File: src/design/bsr_pkg.sv
`timescale 1ns / 1ps

package bsr_pkg;

    // fixed field widths
    localparam int VALUE_W = 32;
    localparam int ROOT_W  = 33;
    localparam int STEPS_W = 6;
    localparam int RES_W   = 40;   // root, steps_taken, converged; whole bytes
    localparam int PADDR_W = 3;
    localparam int UPC_W   = 4;

    localparam int MAX_STEPS_DEF = 48;
    localparam int FRAC_BITS_DEF = 16;
    localparam logic [31:0] TOL_RESET = 32'd6554;

    // register index carried in paddr[2]
    localparam logic REG_TOL = 1'b0;

    typedef logic [UPC_W-1:0] upc_t;

    typedef enum logic [1:0] {
        MUL_HI,
        MUL_X,
        MUL_LO
    } mul_sel_t;

    typedef enum logic [1:0] {
        X_KEEP,
        X_INIT,
        X_STEP
    } x_op_t;

    typedef enum logic [2:0] {
        C_NEVER,
        C_ALWAYS,
        C_START,
        C_EXIT,
        C_NOT_EXIT,
        C_OUT_FREE
    } cond_t;

    typedef struct packed {
        logic     take_in;
        logic     mul_en;
        mul_sel_t mul_sel;
        x_op_t    x_op;
        logic     upd;
        logic     chk_lo;
        logic     fin;
        cond_t    cond;
        logic     hold;
        upc_t     target;
    } ucode_t;

    // program addresses
    localparam upc_t PC_WAIT  = 4'd0;
    localparam upc_t PC_MULHI = 4'd1;
    localparam upc_t PC_INIT  = 4'd2;
    localparam upc_t PC_MULX0 = 4'd3;
    localparam upc_t PC_TEST  = 4'd4;
    localparam upc_t PC_MULX  = 4'd5;
    localparam upc_t PC_UPD   = 4'd6;
    localparam upc_t PC_MULLO = 4'd7;
    localparam upc_t PC_CHKLO = 4'd8;
    localparam upc_t PC_MULH2 = 4'd9;
    localparam upc_t PC_FINAL = 4'd10;

    localparam ucode_t UC_NOP = '{
        take_in: 1'b0, mul_en: 1'b0, mul_sel: MUL_HI, x_op: X_KEEP,
        upd: 1'b0, chk_lo: 1'b0, fin: 1'b0, cond: C_NEVER, hold: 1'b0,
        target: PC_WAIT
    };

    function automatic ucode_t ucode_rom(input upc_t pc);
        ucode_t w;
        w = UC_NOP;
        case (pc)
            PC_WAIT: begin
                w.take_in = 1'b1;
                w.cond    = C_START;
                w.hold    = 1'b1;
                w.target  = PC_MULHI;
            end
            PC_MULHI: begin
                w.mul_en  = 1'b1;
                w.mul_sel = MUL_HI;
            end
            PC_INIT: begin
                w.x_op = X_INIT;
            end
            PC_MULX0: begin
                w.mul_en  = 1'b1;
                w.mul_sel = MUL_X;
            end
            PC_TEST: begin
                w.x_op   = X_STEP;
                w.cond   = C_EXIT;
                w.target = PC_MULLO;
            end
            PC_MULX: begin
                w.mul_en  = 1'b1;
                w.mul_sel = MUL_X;
            end
            PC_UPD: begin
                w.x_op   = X_STEP;
                w.upd    = 1'b1;
                w.cond   = C_NOT_EXIT;
                w.target = PC_MULX;
            end
            PC_MULLO: begin
                w.mul_en  = 1'b1;
                w.mul_sel = MUL_LO;
            end
            PC_CHKLO: begin
                w.chk_lo = 1'b1;
            end
            PC_MULH2: begin
                w.mul_en  = 1'b1;
                w.mul_sel = MUL_HI;
            end
            PC_FINAL: begin
                w.fin    = 1'b1;
                w.cond   = C_OUT_FREE;
                w.hold   = 1'b1;
                w.target = PC_WAIT;
            end
            default: begin
                w.cond   = C_ALWAYS;
                w.target = PC_WAIT;
            end
        endcase
        return w;
    endfunction

endpackage

File: src/design/bisection_square_root.sv
`timescale 1ns / 1ps
// Processing: one word at a time; s_tready is high only in the wait state,
//   which is re-entered once the result is loaded into the output register.
// steps_taken = 0..MAX_STEPS; each bisection step is one pass through the
//   single 32x32 squaring unit plus one compare/update.
// Reset: synchronous, active low; clears sequencer, output valid and sets
//   tolerance to 6554 (0.1 in Q16.16).
module bisection_square_root #(
    parameter int MAX_STEPS = bsr_pkg::MAX_STEPS_DEF,  // 1..63
    parameter int FRAC_BITS = bsr_pkg::FRAC_BITS_DEF   // 4..24
) (
    input  logic                        aclk,
    input  logic                        aresetn,
    // input word: [31:0] value
    input  logic                        s_tvalid,
    output logic                        s_tready,
    input  logic [bsr_pkg::VALUE_W-1:0] s_tdata,
    // result word: [32:0] root, [38:33] steps_taken, [39] converged
    output logic                        m_tvalid,
    input  logic                        m_tready,
    output logic [bsr_pkg::RES_W-1:0]   m_tdata,
    // config port
    input  logic                        psel,
    input  logic                        penable,
    input  logic                        pwrite,
    input  logic [bsr_pkg::PADDR_W-1:0] paddr,
    input  logic [31:0]                 pwdata,
    output logic [31:0]                 prdata,
    output logic                        pready
);
    import bsr_pkg::*;

    localparam int TGT_W = VALUE_W + FRAC_BITS;   // value at 2F fraction bits
    localparam int SQ_W  = 2 * VALUE_W;
    localparam logic [VALUE_W-1:0] ONE = {{(VALUE_W-1){1'b0}}, 1'b1} << FRAC_BITS;

    // sequencer
    upc_t   pc_reg, pc_next;
    ucode_t uw;

    // datapath registers
    logic [VALUE_W-1:0] value_reg;
    logic [VALUE_W-1:0] lo_reg, hi_reg, x_reg;
    logic [SQ_W-1:0]    sq_reg;
    logic [STEPS_W-1:0] steps_reg;
    logic               done_reg;
    logic               lo_exact_reg;
    logic [31:0]        tol_reg;

    // output register
    logic               m_tvalid_reg;
    logic [ROOT_W-1:0]  root_reg;
    logic [STEPS_W-1:0] steps_out_reg;
    logic               conv_reg;

    // combinational datapath
    logic [VALUE_W-1:0] mul_a;
    logic [SQ_W-1:0]    prod;
    logic [SQ_W-1:0]    tgt64, tol64, diff;
    logic               sq_eq, sq_lt, in_tol, step_exit;
    logic [VALUE_W-1:0] lo_new, hi_new;
    logic [VALUE_W-1:0] mid_keep, mid_lo_up, mid_hi_dn, mid_new;
    logic [VALUE_W-1:0] x_init;
    logic               out_free, accept, cfg_wr, taken;

    function automatic logic [VALUE_W-1:0] midpoint(input logic [VALUE_W-1:0] a,
                                                    input logic [VALUE_W-1:0] b);
        logic [VALUE_W:0] s;
        s = {1'b0, a} + {1'b0, b};
        return s[VALUE_W:1];
    endfunction

    assign uw       = ucode_rom(pc_reg);
    assign s_tready = uw.take_in;
    assign accept   = s_tvalid && s_tready;
    assign out_free = !m_tvalid_reg || m_tready;
    assign cfg_wr   = psel && penable && pwrite && pready;

    assign tgt64 = {{(SQ_W-TGT_W){1'b0}}, value_reg, {FRAC_BITS{1'b0}}};
    assign tol64 = {{(SQ_W-TGT_W){1'b0}}, tol_reg, {FRAC_BITS{1'b0}}};

    always_comb begin
        case (uw.mul_sel)
            MUL_HI:  mul_a = hi_reg;
            MUL_X:   mul_a = x_reg;
            MUL_LO:  mul_a = lo_reg;
            default: mul_a = x_reg;
        endcase
    end

    assign prod = mul_a * mul_a;

    // compare of the registered square against the target
    assign sq_eq     = (sq_reg == tgt64);
    assign sq_lt     = (sq_reg < tgt64);
    assign diff      = sq_lt ? (tgt64 - sq_reg) : (sq_reg - tgt64);
    assign in_tol    = (diff <= tol64);
    assign step_exit = in_tol || (steps_reg == STEPS_W'(MAX_STEPS));

    // next midpoint for either outcome, picked after the compare
    assign lo_new    = (uw.upd && sq_lt)  ? x_reg : lo_reg;
    assign hi_new    = (uw.upd && !sq_lt) ? x_reg : hi_reg;
    assign mid_keep  = midpoint(lo_reg, hi_reg);
    assign mid_lo_up = midpoint(x_reg, hi_reg);
    assign mid_hi_dn = midpoint(lo_reg, x_reg);
    assign mid_new   = !uw.upd ? mid_keep : (sq_lt ? mid_lo_up : mid_hi_dn);

    // start estimate: zero, exactly one, or first midpoint (sq holds hi*hi)
    assign x_init = (value_reg == '0) ? '0 : (sq_eq ? ONE : mid_keep);

    always_comb begin
        case (uw.cond)
            C_NEVER:    taken = 1'b0;
            C_ALWAYS:   taken = 1'b1;
            C_START:    taken = s_tvalid;
            C_EXIT:     taken = step_exit;
            C_NOT_EXIT: taken = !step_exit;
            C_OUT_FREE: taken = out_free;
            default:    taken = 1'b0;
        endcase
        if (taken) begin
            pc_next = uw.target;
        end else if (uw.hold) begin
            pc_next = pc_reg;
        end else begin
            pc_next = pc_reg + upc_t'(1);
        end
    end

    always_ff @(posedge aclk) begin
        if (!aresetn) begin
            pc_reg       <= PC_WAIT;
            m_tvalid_reg <= 1'b0;
            tol_reg      <= TOL_RESET;
        end else begin
            pc_reg <= pc_next;

            if (cfg_wr && paddr[2] == REG_TOL) begin
                tol_reg <= pwdata;
            end

            if (accept) begin
                value_reg <= s_tdata;
                lo_reg    <= '0;
                hi_reg    <= (s_tdata > ONE) ? s_tdata : ONE;
                steps_reg <= '0;
            end

            if (uw.mul_en) begin
                sq_reg <= prod;
            end

            case (uw.x_op)
                X_INIT: begin
                    x_reg <= x_init;
                end
                X_STEP: begin
                    lo_reg   <= lo_new;
                    hi_reg   <= hi_new;
                    done_reg <= in_tol;
                    if (!step_exit) begin
                        x_reg     <= mid_new;
                        steps_reg <= steps_reg + STEPS_W'(1);
                    end
                end
                default: begin
                end
            endcase

            if (uw.chk_lo) begin
                lo_exact_reg <= sq_eq;
            end

            // final pick: exact lower bound, exact upper bound, else last midpoint
            if (uw.fin && out_free) begin
                m_tvalid_reg  <= 1'b1;
                steps_out_reg <= steps_reg;
                if (lo_exact_reg) begin
                    root_reg <= {1'b0, lo_reg};
                    conv_reg <= 1'b1;
                end else if (sq_eq) begin
                    root_reg <= {1'b0, hi_reg};
                    conv_reg <= 1'b1;
                end else begin
                    root_reg <= {1'b0, x_reg};
                    conv_reg <= done_reg;
                end
            end else if (m_tready) begin
                m_tvalid_reg <= 1'b0;
            end
        end
    end

    assign m_tvalid = m_tvalid_reg;
    assign m_tdata  = {conv_reg, steps_out_reg, root_reg};

    assign pready = 1'b1;
    assign prdata = (paddr[2] == REG_TOL) ? tol_reg : 32'd0;

endmodule

File: config.mk
export PLATFORM = sky130hd
export DESIGN_NAME = bisection_square_root
export DESIGN_NICKNAME = d
export VERILOG_FILES = /design/src/design/bsr_pkg.sv /design/src/design/bisection_square_root.sv
export SDC_FILE = /design/constraint.sdc
export NUM_CORES = 2
export LEC_CHECK = 0
export BUFFER_PORTS_ARGS = -buffer_cell sky130_fd_sc_hd__buf_4
export CORE_MARGIN = 5
export CORE_UTILIZATION = 45
export CTS_CLUSTER_SIZE = 14
export DETAILED_ROUTE_END_ITERATION = 8
export SLEW_MARGIN = 20
export SYNTH_ARGS = -nofsm -noshare
export SYNTH_HDL_FRONTEND = slang
export SYNTH_SLANG_ARGS = --single-unit
File: constraint.sdc
create_clock -name aclk -period 9.3 [get_ports aclk]
set_input_delay 1.86 -clock aclk [delete_from_list [all_inputs] [get_ports aclk]]
set_output_delay 1.86 -clock aclk [all_outputs]
set_load 0.1 [all_outputs]
# Word-level counts from Yosys, hierarchy flattened
# Cells that the tools add are included.
[totals]
register_bits = 277
inputBits = 74
output_inout_bits = 75
word_cells = 118
[op_classes]
n_addsub = 7
n_mul = 1
n_lt_le_gt_ge = 3
n_eq_ne = 24
muxes = 35
bitwise = 1
reduce_logical = 32
[ops]
columns = ["op", "n"]
rows = [
  ["2-to-1 mux 32 bit", 15],
  ["one-hot mux 32 bit (2 select lines)", 2],
  ["adder 32 x 32 -> 33 bit", 3],
  ["== test 64 x 48 -> 1 bit", 1],
  ["less-or-equal comparator 64 x 48 -> 1 bit", 1],
  ["< comparator 64 x 48 -> 1 bit", 1],
  ["multiplier 32 x 32 -> 64 bit", 1],
  ["2-to-1 mux 64 bit", 1],
  ["subtractor 48 x 64 -> 64 bit", 1],
  ["subtractor 64 x 48 -> 64 bit", 1],
  ["> comparator 32 x 17 -> 1 bit (second input constant)", 1],
  ["logical NOT 32 bit", 1],
  ["2-to-1 mux 6 bit", 3],
  ["one-hot mux 3 bit (3 select lines)", 2],
  ["== test 4 x 3 -> 1 bit (second input constant)", 4],
  ["one-hot mux 3 bit (5 select lines)", 1],
  ["== test 4 bit (second input constant)", 3],
  ["AND reduction 2 bit", 5],
  ["OR reduction 2 bit", 5],
  ["AND reduction 3 bit", 3],
  ["== test 4 x 2 -> 1 bit (second input constant)", 2],
  ["2-to-1 mux 4 bit", 2],
  ["logical AND 1 bit", 7],
  ["2-to-1 mux 1 bit", 7],
  ["20 further kinds", 30],
]

# Logic depth before layout (Yosys ltp)
[logic_depth]
word_depth = 7
ltp_mapped = 40

# Worst setup path after synthesis
# OpenSTA, ideal clock, no wires.
[synth_path]
kind = "register to register"
startpoint = "register pc_reg[0]"
endpoint = "register sq_reg[60] (data pin)"
t_arrival_ps = 9175
required_time_ps = 9035
slack_ps = -140
path_stages_with_launch = 34
n_path_buf = 3
synth_period_minus_slack_ps = 9440
cell_sequence = "dfxtp_1 -> ha_1 -> a21oi_1 -> nor2_1 -> clkbuf_1 -> clkbuf_1 -> o21ai_1 -> inv_1 -> clkbuf_1 -> nand2_1 -> fa_1 -> inv_1 -> fa_1 -> fa_1 -> inv_1 -> fa_1 -> inv_1 -> fa_1 -> fa_1 -> fa_1 -> inv_1 -> fa_1 -> inv_1 -> ha_1 -> nand3_1 -> or4_1 -> a21o_1 -> a21boi_0 -> a31oi_1 -> o311a_1 -> a211oi_1 -> nand3_1 -> o21ai_0 -> xor2_1"
[synth_via]
elab_chain_len = 6
elab_cells_between_ends = 12
cone_classes = "1 x mul; 6 x eq/ne; 2 x mux; 3 x reduce/logical"
[synth_rtl]
columns = ["item", "line", "source"]
rows = [
  ["start: declaration", "bisection_square_root.sv:38", "upc_t pc_reg, pc_next;"],
  ["start signal: assignment", "bisection_square_root.sv:136", "pc_reg <= pc_next;"],
  ["== test 4 bit (tied with other cells)", "bsr_pkg.sv:78", "case (pc)"],
  ["OR reduction 2 bit (no source line)", "n/a", ""],
  ["one-hot mux 3 bit (3 select lines) (*)", "bsr_pkg.sv:78", ""],
  ["== test 2 bit or logical NOT 2 bit (tied branches)", "bisection_square_root.sv:83", "case (uw.mul_sel)"],
  ["one-hot mux 32 bit (2 select lines) (*)", "bisection_square_root.sv:83", ""],
  ["multiplier 32 x 32 -> 64 bit (*)", "bisection_square_root.sv:91", "assign prod = mul_a * mul_a;"],
  ["named net prod[60]", "bisection_square_root.sv:58", "logic [SQ_W-1:0] prod;"],
  ["end signal: assignment", "bisection_square_root.sv:150", "sq_reg <= prod;"],
  ["end: declaration", "bisection_square_root.sv:44", "logic [SQ_W-1:0] sq_reg;"],
]
# The timed path passes the listed nets; every way through them passes the cells marked *.
# A chain may end at the register's enable or synchronous reset.

# Worst setup path after layout
[layout_path]
startpoint = "register pc_reg[0]"
endpoint = "register sq_reg[63] (data pin)"
# Same word-level chain as after synthesis.

==> results.md <==
- XOR/XNOR share of the synthesized area: under 10%
- Hold crit path type: flop to flop
- 1st-iter DRT viols: around 3,500
- Register bit total from synthesis: around 280
- Syn nets: roughly 6,700
- Clock Skew: 0.0453 ns
- Fin. Hold Viols: 0
- Synth Area in Adders: between 40 and 50%
- GRT Util Overall: between 20% and 30%
- Area fraction in compound gates after synthesis: between 10% and 20%
- Number of CTS-inserted buffers: 36
- H-tree depth: 2
- Ys Warns: 0
- Core area: approximately 0.11 mm²
- Ys async rst share: 0%
- # hold bufs at CTS: 0
- Minimum clock period: a little over 9 ns
- Detailed Routing Iterations Pass 1: 6
- Status: finished, violations left
- CTS tree: done
- Final Worst Setup Slack: -0.0338 ns
- Count of final setup violators: 1
- Grt ovf: 0
- Clock slew at reported path FFs: ~0.06 ns
- Multiplexer area fraction after synthesis: ~1.1%
- Via count: between 40,000 and 50,000
- FP Rows: 120
- PortBufs: between 100 and 150
- Arr. time, crit path: between 9 and 10 ns
- Diode count: 0
- Critical path required time: 9.61 ns
- Design Area, Final: 0.0577 mm²
- Cell count after synthesis: around 5,400
- Normalized max-slew margin: 25.9%
- Routed vias/inst: 5.46
- Die Height: 339 µm
- Critical path class: flop to flop
- Starting density of the core: a little under half
- Die Area: 0.115 mm²
- Ys flop type: edfxtp_1
- Critical path's slowest cell: fa_2
- Initial antenna violation count: 3
- Failing checks: negative setup slack
- Max Fclk: between 100 and 150 MHz
- Cell Area, Placed: between 0.05 and 0.06 mm²
- Root buffer cell: clkbuf_16
- Worst-Skew Late Latency: between 0.5 and 0.6 ns
- Area Growth Syn to Fin: 18.6%
- Largest net degree at the start of global routing: 74
- Syn Std Cell Area: between 0.04 and 0.05 mm²
- Post-synthesis sequential area ratio: between 10% and 20%
- CP Capture Type: flop
- First-pass GRT wire length: around 250 mm
- Vias in the first global route: between 40,000 and 50,000
- EDFF count, synth: around 240
- NumNets Final: between 7,000 and 8,000
- Cell variety after synth: 83
- Die X: 339 µm
- Post-DRT Antenna Nets: 0
- Placed wire-length estimate: roughly 130 mm
- Routability congestion estimate: ~1.0
- CP dominant cell by count: fa_1
- CP max FO: 5
- Share of layout cells above drive strength 1: around 16%
- Synth Area in Simple Gates: 12.4%
- WL/cell: approximately 22 µm
- Max reg flops: between 60 and 70
- # DRC: 0
- Max cap viols: 0
- TritonCTS Sinks: 275
- # IOs: between 100 and 150
- Hold path depth: 2
- Fin. max-slew vios: 0
- Actual slew at the worst max-slew pin: approximately 1.1 ns
- RSZ-0062 raised after global routing: yes
- Largest family of logic cells by synthesized area: adder cells
- Worst r2r path cells: 38
- Clock Path Buffers: 3
- Crit share post-route: 100%
- Mean Syn Cell Area: around 9.0 µm²
- CP peak stage delay: ~0.60 ns
- Hold WS: 0.453 ns
- Routed WL: about 160 mm
- Startpoint Class: flop
critical path, delay by kind of cell (launching register included):
kind | cells | cell delay [ns]
buf+inv | 13 | 1.53
compound gates | 10 | 2.04
flops | 1 | 0.36
fa+ha+maj | 10 | 4.67
simple gates | 4 | 0.35
xor+xnor | 1 | 0.09
metrics by stage:
stage / TNS (ns) / setup slack (ns) / utilization (%) / std cells
2_1_floorplan: 0 / 0.0714 / - / 5388
3_3_place_gp: -4.75 / -0.574 / 51.8 / 7302
3_5_place_dp: -6.58 / -0.647 / 51.8 / 7302
4_1_cts: -0.0247 / -0.0247 / 53.2 / 7379
5_1_grt: -0.873 / -0.264 / 53.8 / 7386
6_report: -0.0338 / -0.0338 / 53.8 / 7386
kinds of logic (layout without fill, tap and decap cells):
family	after synthesis	count (layout)
buffers and inverters	1319	1914
muxes	55	55
adders and majority gates	1249	1249
other	2	2
and+or+nand+nor	1377	1377
DFF	275	275
xor gates and xnor gates	188	188
AOI/OAI and AO/OA	923	923
cells in the mapped netlist, types with 6 or more instances:
cell type | number | area (µm²)
a2111oi_0 | 10 | 87.6
a211o_1 | 6 | 52.6
a211oi_1 | 14 | 105
a21o_1 | 162 | 1220
a21oi_1 | 273 | 1370
a221oi_1 | 6 | 52.6
a22oi_1 | 6 | 45.0
a31o_2 | 16 | 140
a31oi_1 | 30 | 188
and2_1 | 11 | 68.8
and3_1 | 17 | 106
and4_1 | 11 | 96.3
buf_1 | 10 | 37.5
buf_2 | 18 | 90.1
clkbuf_1 | 167 | 627
clkinv_1 | 12 | 45.0
dfxtp_1 | 37 | 741
edfxtp_1 | 238 | 7150
fa_1 | 795 | 15900
ha_1 | 454 | 5680
inv_1 | 1107 | 4160
mux2i_1 | 50 | 500
nand2_1 | 570 | 2140
nand2b_1 | 26 | 163
nand3_1 | 56 | 280
nand4_1 | 51 | 319
nor2_1 | 454 | 1700
nor2b_1 | 54 | 338
nor3_1 | 45 | 225
nor3b_1 | 7 | 52.6
nor4_1 | 32 | 200
o211ai_1 | 17 | 128
o21a_1 | 46 | 345
o21ai_0 | 163 | 816
o21ai_1 | 8 | 40.0
o21bai_1 | 43 | 323
o22a_1 | 29 | 254
o22ai_1 | 24 | 150
o31ai_1 | 16 | 120
or2_2 | 9 | 56.3
or3_1 | 9 | 56.3
or4_1 | 9 | 67.6
xnor2_1 | 122 | 1070
xor2_1 | 66 | 578
layout make-up:
type                    instances  area (µm²)
fillers                      9901       49600
multi-input cells            3794       36500
flip-flops and latches        275        7900
repair buffers                731        6180
inverters                    1119        4230
well taps                    1403        1760
clock buffers                  45         955
clock inverters                19         215
layer usage:
layer / part of all wire [%] / wire length, µm / GRT usage, % / vias to the layer above
li1: - / - / - / 18400
met1: 44 / 70400 / 39.9 / 20000
met2: 44 / 70800 / 42.9 / 1596
met3: 8.4 / 13600 / 4.65 / 259
met4: 3.9 / 6260 / 8.77 / 2
met5: 0.0081 / 13 / 0 / -
layout by cell type, fill, tap and decap left out, types with 27 or more instances in the layout:
cell       instances
nor2_2            28
nand4_1           51
nand3_1           56
nor4_1            31
o22a_1            29
nor3_1            43
a31oi_1           27
dfxtp_1           35
o21a_1            36
ha_1             439
fa_1             771
nand2_1          559
a21oi_1          260
edfxtp_1         238
clkbuf_16         37
o21bai_1          43
xor2_1            66
buf_4            656
mux2i_1           50
buf_12            44
xnor2_1          122
a21o_1           161
nor2b_1           53
o21ai_0          147
nor2_1           425
inv_1           1098
final timing paths:
| path | start | to | slack (ns) |
|---|---|---|---|
| setup / recovery | pc_reg[0] | sq_reg[63] | -0.03 |
| hold / removal | tol_reg[19] | tol_reg[19] | 0.45 |
| setup reg to reg | pc_reg[0] | sq_reg[63] | -0.03 |
| hold reg to reg | tol_reg[19] | tol_reg[19] | 0.45 |
timing repair:
item,in CTS,in global routing
buffers inserted,14,5
gates cloned,0,1
resized for setup,88,117
setup endpoints to repair,23,19
pin swaps,12,55
Power is left out: the tool's default activity adds up to more than one toggle a clock period on the data nets, which glitch-free logic cannot reach.
